--- src/hw/rtl/rc4_stream_cipher_assert.svh ---
// ----------------------------------------------------------------------------
// RC4 stream cipher assertion macros
// Shared concurrent assertion forms, clocked on clk, disabled in reset.
// ----------------------------------------------------------------------------
`ifndef RC4_STREAM_CIPHER_ASSERT_SVH
`define RC4_STREAM_CIPHER_ASSERT_SVH

// Condition holds at every edge.
`define RC4_ASSERT_HOLDS(label, expr, msg) \
    label: assert property (@(posedge clk) disable iff (!rst_n) (expr)) else $error(msg);

// Antecedent implies consequent in the same cycle.
`define RC4_ASSERT_IMPLIES(label, ante, cons, msg) \
    label: assert property (@(posedge clk) disable iff (!rst_n) (ante) |-> (cons)) \
        else $error(msg);

// Antecedent implies consequent in the next cycle.
`define RC4_ASSERT_NEXT(label, ante, cons, msg) \
    label: assert property (@(posedge clk) disable iff (!rst_n) (ante) |=> (cons)) \
        else $error(msg);

`endif

--- src/hw/rtl/rc4_pkg.sv ---
// ----------------------------------------------------------------------------
// RC4 package
// Shared types, constants and sequencer states of the RC4 stream cipher.
// ----------------------------------------------------------------------------
package rc4_pkg;

    localparam int KEY_DEPTH = 256;
    localparam int KEY_AW    = $clog2(KEY_DEPTH);
    localparam int KEY_CW    = KEY_AW + 1;
    localparam logic [KEY_CW-1:0] KEY_LIMIT = KEY_CW'(KEY_DEPTH);

    localparam int PERM_DEPTH = 256;
    localparam logic [7:0] BYTE_MAX = 8'hff;

    localparam logic OP_KEY  = 1'b0;
    localparam logic OP_DATA = 1'b1;

    typedef enum logic [3:0] {
        ST_INIT,
        ST_IDLE,
        ST_D_RD_I,
        ST_D_RD_J,
        ST_D_RD_T,
        ST_D_WR_I,
        ST_K_RD_N,
        ST_K_RD_J,
        ST_K_WR_J,
        ST_K_WR_N
    } rc4_state_t;

    typedef struct packed {
        logic       valid;
        logic       opcode;
        logic [7:0] data;
        logic       last;
    } rc4_req_t;

    typedef struct packed {
        logic       busy;
        logic       valid;
        logic [7:0] data;
    } rc4_rsp_t;

endpackage

--- src/hw/rtl/rc4_stream_cipher.sv ---
// ----------------------------------------------------------------------------
// RC4 stream cipher
// Key loading, key schedule and byte-wise encryption with a registered output.
//
//  Channel  Handshake             Payload
//  input    in_valid / in_ready   opcode, data_in, last_key_byte
//  output   out_valid / out_ready data_out
//
// Reset: an identity sweep of the permutation memory, in_ready low.
// Key byte: taken in idle. Last key byte: identity sweep plus 256
// rounds of two reads and two writes on the permutation memory.
// Data byte: three reads and two writes on that memory.
// A result waiting in the output register stalls only the next data byte.
// ----------------------------------------------------------------------------
module rc4_stream_cipher
(
    input  logic       clk,
    input  logic       rst_n,
    input  logic       in_valid,
    output logic       in_ready,
    input  logic       opcode,
    input  logic [7:0] data_in,
    input  logic       last_key_byte,
    output logic       out_valid,
    input  logic       out_ready,
    output logic [7:0] data_out
);

    rc4_pkg::rc4_req_t req;
    rc4_pkg::rc4_rsp_t rsp;

    logic       out_valid_reg, out_valid_next;
    logic [7:0] data_out_reg, data_out_next;
    logic       out_free;

    assign in_ready   = !rsp.busy;
    assign req.valid  = in_valid && in_ready;
    assign req.opcode = opcode;
    assign req.data   = data_in;
    assign req.last   = last_key_byte;
    assign out_free   = !out_valid_reg || out_ready;

    rc4_core u_core
    (
        .clk      (clk),
        .rst_n    (rst_n),
        .req      (req),
        .out_free (out_free),
        .rsp      (rsp)
    );

    always_comb
    begin
        out_valid_next = out_valid_reg;
        data_out_next  = data_out_reg;
        priority if (rsp.valid)
        begin
            out_valid_next = 1'b1;
            data_out_next  = rsp.data;
        end
        else if (out_ready)
        begin
            out_valid_next = 1'b0;
        end
    end

    always_ff @(posedge clk or negedge rst_n)
    begin
        if (!rst_n)
        begin
            out_valid_reg <= 1'b0;
        end
        else
        begin
            out_valid_reg <= out_valid_next;
        end
    end

    always_ff @(posedge clk)
    begin
        data_out_reg <= data_out_next;
    end

    assign out_valid = out_valid_reg;
    assign data_out  = data_out_reg;

endmodule

--- src/hw/rtl/rc4_core.sv ---
// ----------------------------------------------------------------------------
// RC4 core
// Sequencer over the permutation and key memories: identity sweep, key
// schedule and per-byte keystream generation.
// ----------------------------------------------------------------------------
`include "rc4_stream_cipher_assert.svh"

module rc4_core
(
    input  logic              clk,
    input  logic              rst_n,
    input  rc4_pkg::rc4_req_t req,
    input  logic              out_free,
    output rc4_pkg::rc4_rsp_t rsp
);

    rc4_pkg::rc4_state_t state_reg, state_next;

    logic [7:0]                n_reg, n_next;
    logic                      sched_reg, sched_next;
    logic [7:0]                i_reg, i_next;
    logic [7:0]                j_reg, j_next;
    logic [7:0]                ti_reg, ti_next;
    logic [7:0]                tj_reg, tj_next;
    logic [7:0]                data_reg, data_next;
    logic [rc4_pkg::KEY_CW-1:0] k_reg, k_next;
    logic [rc4_pkg::KEY_CW-1:0] key_len_reg, key_len_next;
    logic [rc4_pkg::KEY_CW-1:0] key_count_reg, key_count_next;

    logic [7:0] s_mem [rc4_pkg::PERM_DEPTH];
    logic [7:0] s_rdata_reg;
    logic [7:0] s_raddr;
    logic       s_we;
    logic [7:0] s_waddr;
    logic [7:0] s_wdata;

    logic [7:0]                k_mem [rc4_pkg::KEY_DEPTH];
    logic [7:0]                k_rdata_reg;
    logic [rc4_pkg::KEY_AW-1:0] k_raddr;
    logic                      k_we;

    logic                      key_store;
    logic [rc4_pkg::KEY_CW-1:0] key_count_inc;
    logic [rc4_pkg::KEY_CW-1:0] k_inc;
    logic [7:0]                t_addr;
    logic [7:0]                ks;
    logic [7:0]                ksa_j;

    assign key_store     = (key_count_reg < rc4_pkg::KEY_LIMIT);
    assign key_count_inc = key_count_reg + rc4_pkg::KEY_CW'(key_store);
    assign k_inc         = k_reg + rc4_pkg::KEY_CW'(1);
    assign t_addr        = ti_reg + tj_reg;
    assign ksa_j         = j_reg + s_rdata_reg + k_rdata_reg;
    assign k_we          = req.valid && (req.opcode == rc4_pkg::OP_KEY) && key_store;
    assign k_raddr       = k_reg[rc4_pkg::KEY_AW-1:0];

    always_comb
    begin
        priority if (t_addr == i_reg)
        begin
            ks = tj_reg;
        end
        else if (t_addr == j_reg)
        begin
            ks = ti_reg;
        end
        else
        begin
            ks = s_rdata_reg;
        end
    end

    always_ff @(posedge clk)
    begin
        if (s_we)
        begin
            s_mem[s_waddr] <= s_wdata;
        end
        s_rdata_reg <= s_mem[s_raddr];
    end

    always_ff @(posedge clk)
    begin
        if (k_we)
        begin
            k_mem[key_count_reg[rc4_pkg::KEY_AW-1:0]] <= req.data;
        end
        k_rdata_reg <= k_mem[k_raddr];
    end

    always_ff @(posedge clk or negedge rst_n)
    begin
        if (!rst_n)
        begin
            state_reg     <= rc4_pkg::ST_INIT;
            n_reg         <= '0;
            sched_reg     <= 1'b0;
            i_reg         <= '0;
            j_reg         <= '0;
            key_count_reg <= '0;
        end
        else
        begin
            state_reg     <= state_next;
            n_reg         <= n_next;
            sched_reg     <= sched_next;
            i_reg         <= i_next;
            j_reg         <= j_next;
            key_count_reg <= key_count_next;
        end
    end

    always_ff @(posedge clk)
    begin
        ti_reg      <= ti_next;
        tj_reg      <= tj_next;
        data_reg    <= data_next;
        k_reg       <= k_next;
        key_len_reg <= key_len_next;
    end

    always_comb
    begin
        state_next     = state_reg;
        n_next         = n_reg;
        sched_next     = sched_reg;
        i_next         = i_reg;
        j_next         = j_reg;
        ti_next        = ti_reg;
        tj_next        = tj_reg;
        data_next      = data_reg;
        k_next         = k_reg;
        key_len_next   = key_len_reg;
        key_count_next = key_count_reg;
        s_raddr        = '0;
        s_we           = 1'b0;
        s_waddr        = '0;
        s_wdata        = '0;
        rsp.busy       = (state_reg != rc4_pkg::ST_IDLE);
        rsp.valid      = 1'b0;
        rsp.data       = data_reg ^ ks;

        unique case (state_reg)
            rc4_pkg::ST_INIT:
            begin
                s_we    = 1'b1;
                s_waddr = n_reg;
                s_wdata = n_reg;
                n_next  = n_reg + 8'd1;
                if (n_reg == rc4_pkg::BYTE_MAX)
                begin
                    state_next = sched_reg ? rc4_pkg::ST_K_RD_N : rc4_pkg::ST_IDLE;
                    sched_next = 1'b0;
                end
            end

            rc4_pkg::ST_IDLE:
            begin
                if (req.valid)
                begin
                    if (req.opcode == rc4_pkg::OP_DATA)
                    begin
                        data_next  = req.data;
                        state_next = rc4_pkg::ST_D_RD_I;
                    end
                    else if (req.last)
                    begin
                        key_len_next   = (key_count_inc == '0) ?
                                         rc4_pkg::KEY_CW'(1) : key_count_inc;
                        key_count_next = '0;
                        k_next         = '0;
                        i_next         = '0;
                        j_next         = '0;
                        n_next         = '0;
                        sched_next     = 1'b1;
                        state_next     = rc4_pkg::ST_INIT;
                    end
                    else
                    begin
                        key_count_next = key_count_inc;
                    end
                end
            end

            rc4_pkg::ST_D_RD_I:
            begin
                s_raddr    = i_reg + 8'd1;
                i_next     = i_reg + 8'd1;
                state_next = rc4_pkg::ST_D_RD_J;
            end

            rc4_pkg::ST_D_RD_J:
            begin
                ti_next    = s_rdata_reg;
                j_next     = j_reg + s_rdata_reg;
                s_raddr    = j_reg + s_rdata_reg;
                state_next = rc4_pkg::ST_D_RD_T;
            end

            rc4_pkg::ST_D_RD_T:
            begin
                tj_next    = s_rdata_reg;
                s_we       = 1'b1;
                s_waddr    = j_reg;
                s_wdata    = ti_reg;
                s_raddr    = ti_reg + s_rdata_reg;
                state_next = rc4_pkg::ST_D_WR_I;
            end

            rc4_pkg::ST_D_WR_I:
            begin
                // hold the keystream address while the output is stalled
                s_raddr = t_addr;
                s_we    = 1'b1;
                s_waddr = i_reg;
                s_wdata = tj_reg;
                if (out_free)
                begin
                    rsp.valid  = 1'b1;
                    state_next = rc4_pkg::ST_IDLE;
                end
            end

            rc4_pkg::ST_K_RD_N:
            begin
                s_raddr    = n_reg;
                state_next = rc4_pkg::ST_K_RD_J;
            end

            rc4_pkg::ST_K_RD_J:
            begin
                ti_next    = s_rdata_reg;
                j_next     = ksa_j;
                s_raddr    = ksa_j;
                state_next = rc4_pkg::ST_K_WR_J;
            end

            rc4_pkg::ST_K_WR_J:
            begin
                tj_next    = s_rdata_reg;
                s_we       = 1'b1;
                s_waddr    = j_reg;
                s_wdata    = ti_reg;
                state_next = rc4_pkg::ST_K_WR_N;
            end

            rc4_pkg::ST_K_WR_N:
            begin
                s_we    = 1'b1;
                s_waddr = n_reg;
                s_wdata = tj_reg;
                n_next  = n_reg + 8'd1;
                k_next  = (k_inc >= key_len_reg) ? '0 : k_inc;
                if (n_reg == rc4_pkg::BYTE_MAX)
                begin
                    j_next     = '0;
                    state_next = rc4_pkg::ST_IDLE;
                end
                else
                begin
                    state_next = rc4_pkg::ST_K_RD_N;
                end
            end

            default:
            begin
                state_next = rc4_pkg::ST_IDLE;
            end
        endcase
    end

    `RC4_ASSERT_IMPLIES(a_req_in_idle, req.valid, state_reg == rc4_pkg::ST_IDLE, "request outside idle")
    `RC4_ASSERT_HOLDS(a_key_count_max, key_count_reg <= rc4_pkg::KEY_LIMIT, "key count overflow")
    `RC4_ASSERT_IMPLIES(a_key_index, (state_reg == rc4_pkg::ST_K_RD_N) || (state_reg == rc4_pkg::ST_K_WR_N), k_reg < key_len_reg, "key index past key length")
    `RC4_ASSERT_NEXT(a_result_idle, rsp.valid, state_reg == rc4_pkg::ST_IDLE, "no return to idle after result")

endmodule

--- config.mk ---
export PLATFORM = sky130hd
export DESIGN_NAME = rc4_stream_cipher
export DESIGN_NICKNAME = d
export VERILOG_FILES = /design/src/hw/rtl/rc4_pkg.sv /design/src/hw/rtl/rc4_stream_cipher.sv /design/src/hw/rtl/rc4_core.sv
export VERILOG_INCLUDE_DIRS = /design/src /design/src/hw/rtl
export SDC_FILE = /design/constraint.sdc
export NUM_CORES = 2
export LEC_CHECK = 0
export BUFFER_PORTS_ARGS = -buffer_cell sky130_fd_sc_hd__buf_2
export CORE_MARGIN = 2
export CORE_UTILIZATION = 42
export DETAILED_ROUTE_END_ITERATION = 6
export HOLD_SLACK_MARGIN = 0.15
export PLACE_DENSITY = 0.64
export SLEW_MARGIN = 20
export SYNTH_ARGS = -nofsm -noshare
export SYNTH_HDL_FRONTEND = slang
export SYNTH_HIERARCHICAL = 1
export SYNTH_SLANG_ARGS = --single-unit
--- constraint.sdc ---
create_clock -name clk -period 5.95 [get_ports clk]
set_input_delay 0.595 -clock clk [delete_from_list [all_inputs] [get_ports clk]]
set_output_delay 0.595 -clock clk [all_outputs]
set_load 0.02 [all_outputs]
-- Yosys cells after proc, flatten, opt, wreduce, memory -nomap -nowiden
Memories as Yosys holds them, arrays and structs flattened. A register that Yosys moved wholly into a read port is not among the register bits.
Cells that the tools add are included.
- $add $sub $neg: 8
- magnitude comparators: 2
- equality and inequality tests: 20
- muxes and demuxes: 40
- bitwise logic cells: 2
- reductions and logical operators: 28
- operators by type and width (kind ; number):
    $mux 8 ; 6
    $pmux 8 s3 ; 2
    $pmux 8 s6 ; 1
    $mux 9 ; 5
    $pmux 4 s10 ; 1
    $add 8x8->8 ; 4
    $pmux 8 s2 ; 2
    $pmux 8 s4 ; 1
    $mux 4 ; 5
    $reduce_and 4->1 ; 5
    $pmux 9 s2 ; 1
    $add 8x1->8 const B ; 2
    $eq 4x3->1 const B ; 4
    $eq 8x8->1 ; 2
    $mux 1 ; 13
    $reduce_and 5->1 ; 2
    $reduce_bool 2->1 ; 5
    $add 9x1->9 ; 1
    $add 9x1->9 const B ; 1
    $ge 9x9->1 ; 1
    $logic_not 9->1 ; 1
    $lt 9x9->1 const B ; 1
    $eq 4x2->1 const B ; 2
    $eq 4x4->1 const B ; 2
    other kinds (18) ; 30
- register bits after elaboration: 89
- bits in writable memories: 4096
- bits of input ports: 14
- output and inout bits: 10
- logic and storage cells: 115
- memories kept: 2
- memories (memory ; words ; bits a word ; read ports ; clocked after memory_dff ; write ports ; RTL line ; source):
    u_core.k_mem ; 256 ; 8 ; 1 ; 1 ; 1 ; rc4_core.sv:37 ; logic [7:0] k_mem [rc4_pkg::KEY_DEPTH];
    u_core.s_mem ; 256 ; 8 ; 1 ; 1 ; 1 ; rc4_core.sv:30 ; logic [7:0] s_mem [rc4_pkg::PERM_DEPTH];

-- Logic depth before layout (Yosys ltp)
- word-level depth: 7
- depth in mapped cells: 18
- mapped depth without buffers: 17

-- By module
The synthesis kept the hierarchy.
- modules (own cells, without submodules) (module ; times used ; cells each ; area an instance (um2) ; sequential area each (um2)):
    rc4_core ; 1 ; 11044 ; 168557.9 ; 125530.4
    rc4_stream_cipher ; 1 ; 13 ; 297.8 ; 265.3

-- Least setup slack after synthesis
OpenSTA, ideal clock, no wires.
- path type: register to register
- from: register u_core.state_reg[2]
- to: memory u_core.s_mem[0][7], data pin
- library setup time: 0.772 ns
- data arrival time: 4.857 ns
- data required time: 5.178 ns
- path slack: 0.321 ns
- stages on the path, launching flop included: 8
- path buffers: 3
- clock period less this slack: 5.629 ns
- cell sequence: dfrtp_1 -> buf_4 -> buf_2 -> xnor2_1 -> nor3_1 -> clkbuf_1 -> a222oi_1 -> inv_1
- cells in the longest elaborated chain, start to end: 3
- elaborated cells between the ends (all ways): 8
- those cells by class: eq/ne: 4; mux: 1; reduce/logical: 3
- RTL lines (element ; RTL line ; source):
    start, declared ; rc4_core.sv:17 ; rc4_pkg::rc4_state_t state_reg, state_next;
    start signal, assigned ; rc4_core.sv:95 ; state_reg <= rc4_pkg::ST_INIT;
    start signal, assigned ; rc4_core.sv:104 ; state_reg <= state_next;
    $eq 4x3->1 or $eq 4x4->1 (tied branches) ; rc4_core.sv:143 ; unique case (state_reg)
    $reduce_or 2->1 (no source line) ; n/a ;
    $pmux 8 s3 (*) ; rc4_core.sv:143 ;
    named net u_core.s_wdata[7] ; rc4_core.sv:35 ; logic [7:0] s_wdata;
    end, declared ; rc4_core.sv:30 ;
Mark *: on every way through the listed nets, which the timed path passes. The rest lies on a longest branch.

-- Worst setup path after layout
- from: register u_core.s_rdata_reg[0], read port of u_core.s_mem
- to: register u_core.s_rdata_reg[3], read port of u_core.s_mem
- cells in the longest elaborated chain, start to end: 3
- elaborated cells between the ends (all ways): 4
- those cells by class: add/sub: 3; mux: 1
- RTL lines (element ; RTL line ; source):
    start, declared ; rc4_core.sv:31 ; logic [7:0] s_rdata_reg;
    $add 8x8->8 ; rc4_core.sv:53, rc4_core.sv:196 ;
    $add 8x8->8 ; rc4_core.sv:53 ; assign ksa_j = j_reg + s_rdata_reg + k_rdata_reg;
    $pmux 8 s6 (*) ; rc4_core.sv:143 ;
Every way passes the cells marked *; elsewhere a longest branch is shown, timed or not.
A chain may end at the register's enable or synchronous reset.

==> metrics.log <==
[metrics] outcome: finished, violations left
[metrics] violated checks: DRC
[metrics] P per Cell Area: 469 nW/um2
[metrics] total negative slack: 0 ns
[metrics] required time of the critical path: 6.73 ns
[metrics] Filler Cell Count: 33526
[metrics] Ports: 24
[metrics] total half-perimeter wirelength after legalization and detailed placement: 289 mm
[metrics] post-synthesis async set-or-reset flop share: 0.928%
[metrics] Syn Area/Cell: 15.3 um2
[metrics] Port Buf Inserts: 23
[metrics] total count of hold-check failures in the final report: 0
[metrics] fraction of layout cells with a size suffix above 1: 13.1%
[metrics] remaining global-route overflow: 0
[metrics] post-detailed-routing wire length: 479 mm
[metrics] crit path time final: 5.84 ns
[metrics] peak fanout along the critical path: 5
[metrics] Net Count, Synth: 11117
[metrics] Worst setup SP type: flip-flop
[metrics] total core area: 400000 um2
[metrics] highest clock rate: 171 MHz
[metrics] dominant cell type by area after synthesis: edfxtp_1
[metrics] sequential element share of the synthesized area: 74.5%
[metrics] Final Non-Filler Cells: 16764
[metrics] routed wirelength normalized by instance count: 28.6 um
[metrics] GRT Resource Usage Total: 22.9%
[metrics] post-detailed-route via-to-cell ratio: 6.01
[metrics] root buffer cell: clkbuf_16
[metrics] die span in y: 638 um
[metrics] number of maximum-capacitance constraint violations: 0
[metrics] signal arrival time at the worst endpoint: 6.62 ns
[metrics] Slew Limit Headroom: 15.8%
[metrics] combinational share of power: 30.9%
[metrics] floorplan die area: 407000 um2
[metrics] number of H-tree levels: 5
[metrics] WHS Path Cells: 1
[metrics] Layout Area Growth over Synthesis: 12.0%
[metrics] Hold WC Path Type: input pin to flip-flop
[metrics] crit path kind: flip-flop to flip-flop
[metrics] post-CTS clock slew at the launch and capture registers of the worst setup and hold paths: 0.06 ns
[metrics] pin slew with the least headroom to its limit: 1.26 ns
[metrics] pre-CTS setup slack: -0.152 ns
[metrics] Most used DFF post-synth: edfxtp_1
[metrics] number of placed instances with taps included: 16030
[metrics] length in cells of the worst reg-to-reg path: 17
[metrics] count of vias placed by the detailed router: 100706
[metrics] setup fix buffers added after clock tree synthesis: 0
[metrics] CTS tree: yes
[metrics] cell-internal power: 56700 uW
[metrics] final-report max-slew violation count: 0
[metrics] synth warn: 6
[metrics] Placer Congestion: 0.924
[metrics] number of nets in the layout: 11237
[metrics] Unique masters post-synth: 98
[metrics] number of cells produced by synthesis: 11057
[metrics] maximum vdd ir drop: 0.460 mV
[metrics] Worst Hold Slack: 0.236 ns
[metrics] proportion of power drawn by flip-flops and latches: 40.8%
[metrics] Std-Cell Rows: 232
[metrics] synthesized cell area: 169000 um2
[metrics] number of failing setup endpoints in the final timing report: 0
[metrics] clock buffer depth: 4
[metrics] skew final: 0.0593 ns
[metrics] kind of end point of the critical path: flip-flop
[metrics] switching fraction of total power: 36.1%
[metrics] Starting Density: 42.2%
[metrics] number of enable flip-flop cells after synthesis: 4146
[metrics] Leak: 0.0619 uW
[metrics] clock network power share: 28.2%
[metrics] number of sinks handled by clock tree synthesis: 4201
[metrics] DR DRC count: 8
[metrics] #FFs+latches synth: 4201
[metrics] setup slack after layout: 0.112 ns
[metrics] worst skew pair latency: 0.95 ns
[metrics] global-route wire length before repair: 689 mm
[metrics] part of the cycle the worst path needs: 98.1%
[metrics] largest net degree at the start of global routing: 186
[metrics] initial antenna violation count: 18
[metrics] number of global-route vias before repair: 97033
[metrics] top cells by area in the synthesized netlist: edfxtp_1, nand2_1, mux4_2, mux2i_1, nand3_1
[metrics] TritonRoute pass-1 iters: 7
[metrics] overall die width: 638 um
[metrics] clock buffer count from CTS: 406
[metrics] unrepaired setup endpoints after global routing: no
[metrics] area fraction of the dominant cell type after synthesis: 73.7%
[metrics] First DRT Iteration DRCs: 13632
[metrics] post-route ant nets: 0
[metrics] Net Sw Power: 32000 uW
[cell usage after synthesis (139+ instances only)]
| master | n |
|---|---|
| edfxtp_1 | 4146 |
| nand2_1 | 2012 |
| nand3_1 | 765 |
| nor2_1 | 591 |
| mux2i_1 | 433 |
| mux4_2 | 331 |
| clkbuf_1 | 322 |
| a21oi_1 | 300 |
| buf_2 | 231 |
| and3_1 | 182 |
| o21ai_0 | 177 |
| a31oi_1 | 152 |
| o22ai_1 | 139 |
[cells by family (layout without fill, tap and decap cells)]
logic type      count (synthesis)  after routing  synth area share [%]
flops                        4201           4201                  74.5
simple gates                 3782           3782                  9.65
compound gates               1320           1320                  5.28
mux                           891            891                  7.83
buf+inv                       752           1188                  2.05
xor+xnor                       65             65                 0.337
fa+ha+maj                      46             46                 0.359
other cells                     0              6                     0
[per-layer routing]
metal,vias up,track usage (%),share of wire (%)
met5,-,0,0.019
met4,14,9.85,4.7
met3,984,4.10,9.7
met2,5498,35.9,46
met1,51357,31.4,39
li1,42853,-,-
[worst max-delay path: stages, from the launching register on]
cell,delay [ns]
dfxtp_1,0.38
ha_1,0.25
fa_1,0.42
a21o_1,0.19
a311o_1,0.36
a21oi_1,0.20
xnor2_1,0.15
ha_1,0.24
or4b_1,0.57
a221oi_1,0.30
a2111oi_0,0.14
a211oi_1,0.40
mux2_2,0.29
nand3b_1,0.20
buf_4,0.23
or3_1,0.40
nor4_1,0.80
nor4_1,0.16
[per-stage QoR]
step                      cell area [um2]  utilization, %  total power (uW)
after detailed placement           176000            44.1             63300
final                              189000            47.3             88600
after global placement             176000            44.1             62900
after global routing               189000            47.3             90900
after floorplan                    169000               -             51400
after CTS                          189000            47.3             88100
[power by group through the flow]
| stage | logic (uW) | registers (uW) | clock network [uW] |
|---|---|---|---|
| after global routing | 28300 | 36200 | 26400 |
| after global placement | 26200 | 36800 | 0 |
| after detailed placement | 26500 | 36800 | 0 |
| after floorplan | 14200 | 37100 | 0 |
| final | 27400 | 36200 | 25000 |
| after CTS | 26600 | 36200 | 25300 |
[final timing paths]
kind                       slack [ns]                  start                      end
min                              0.24             data_in[2]     u_core/k_mem[177][2]
max                              0.11  u_core/s_rdata_reg[0]    u_core/s_rdata_reg[3]
max reg2reg                      0.11  u_core/s_rdata_reg[0]    u_core/s_rdata_reg[3]
min reg2reg                      0.55       u_core/sched_reg         u_core/sched_reg
max in group asynchronous        5.14                  rst_n  u_core/key_count_reg[6]
min in group asynchronous        0.30                  rst_n                out_valid
[what timing repair did]
| action | 4_1_cts | 5_1_grt |
|---|---|---|
| pin swaps | 0 | 0 |
| hold endpoints to repair | 45 | 0 |
| resized for setup | 1 | 4 |
| hold buffers | 4 | 0 |
| gates cloned | 0 | 0 |
| endpoints found under the setup margin | 1 | 1 |
[area by class of cell]
| type | instances | area, um2 | share of cell area [%] |
|---|---|---|---|
| timing repair buffer | 428 | 3930 | 2.08 |
| clock buffer | 503 | 10700 | 5.67 |
| sequential | 4201 | 126000 | 66.5 |
| multi-input combinational | 6104 | 39900 | 21.1 |
| antenna | 6 | 15.0 | 0.00794 |
| clock inverter | 221 | 1970 | 1.04 |
| inverter | 36 | 195 | 0.103 |
| tap | 5265 | 6590 | 3.48 |
[cells in the final DEF, fill, tap and decap left out, drive strengths merged, types with 87 or more instances in the layout]
cell type,netlist,layout
nand2,2014,2014
mux4,331,331
mux2,127,127
clkinv,0,168
a31oi,152,152
and3,182,182
o221ai,121,121
o22ai,139,139
nor2,596,596
o21ai,181,181
nand3,766,766
nand4,87,87
a211oi,105,105
edfxtp,4146,4146
buf,394,416
a21oi,302,302
clkbuf,322,511
mux2i,433,433
(Power assumes the default switching activity.)
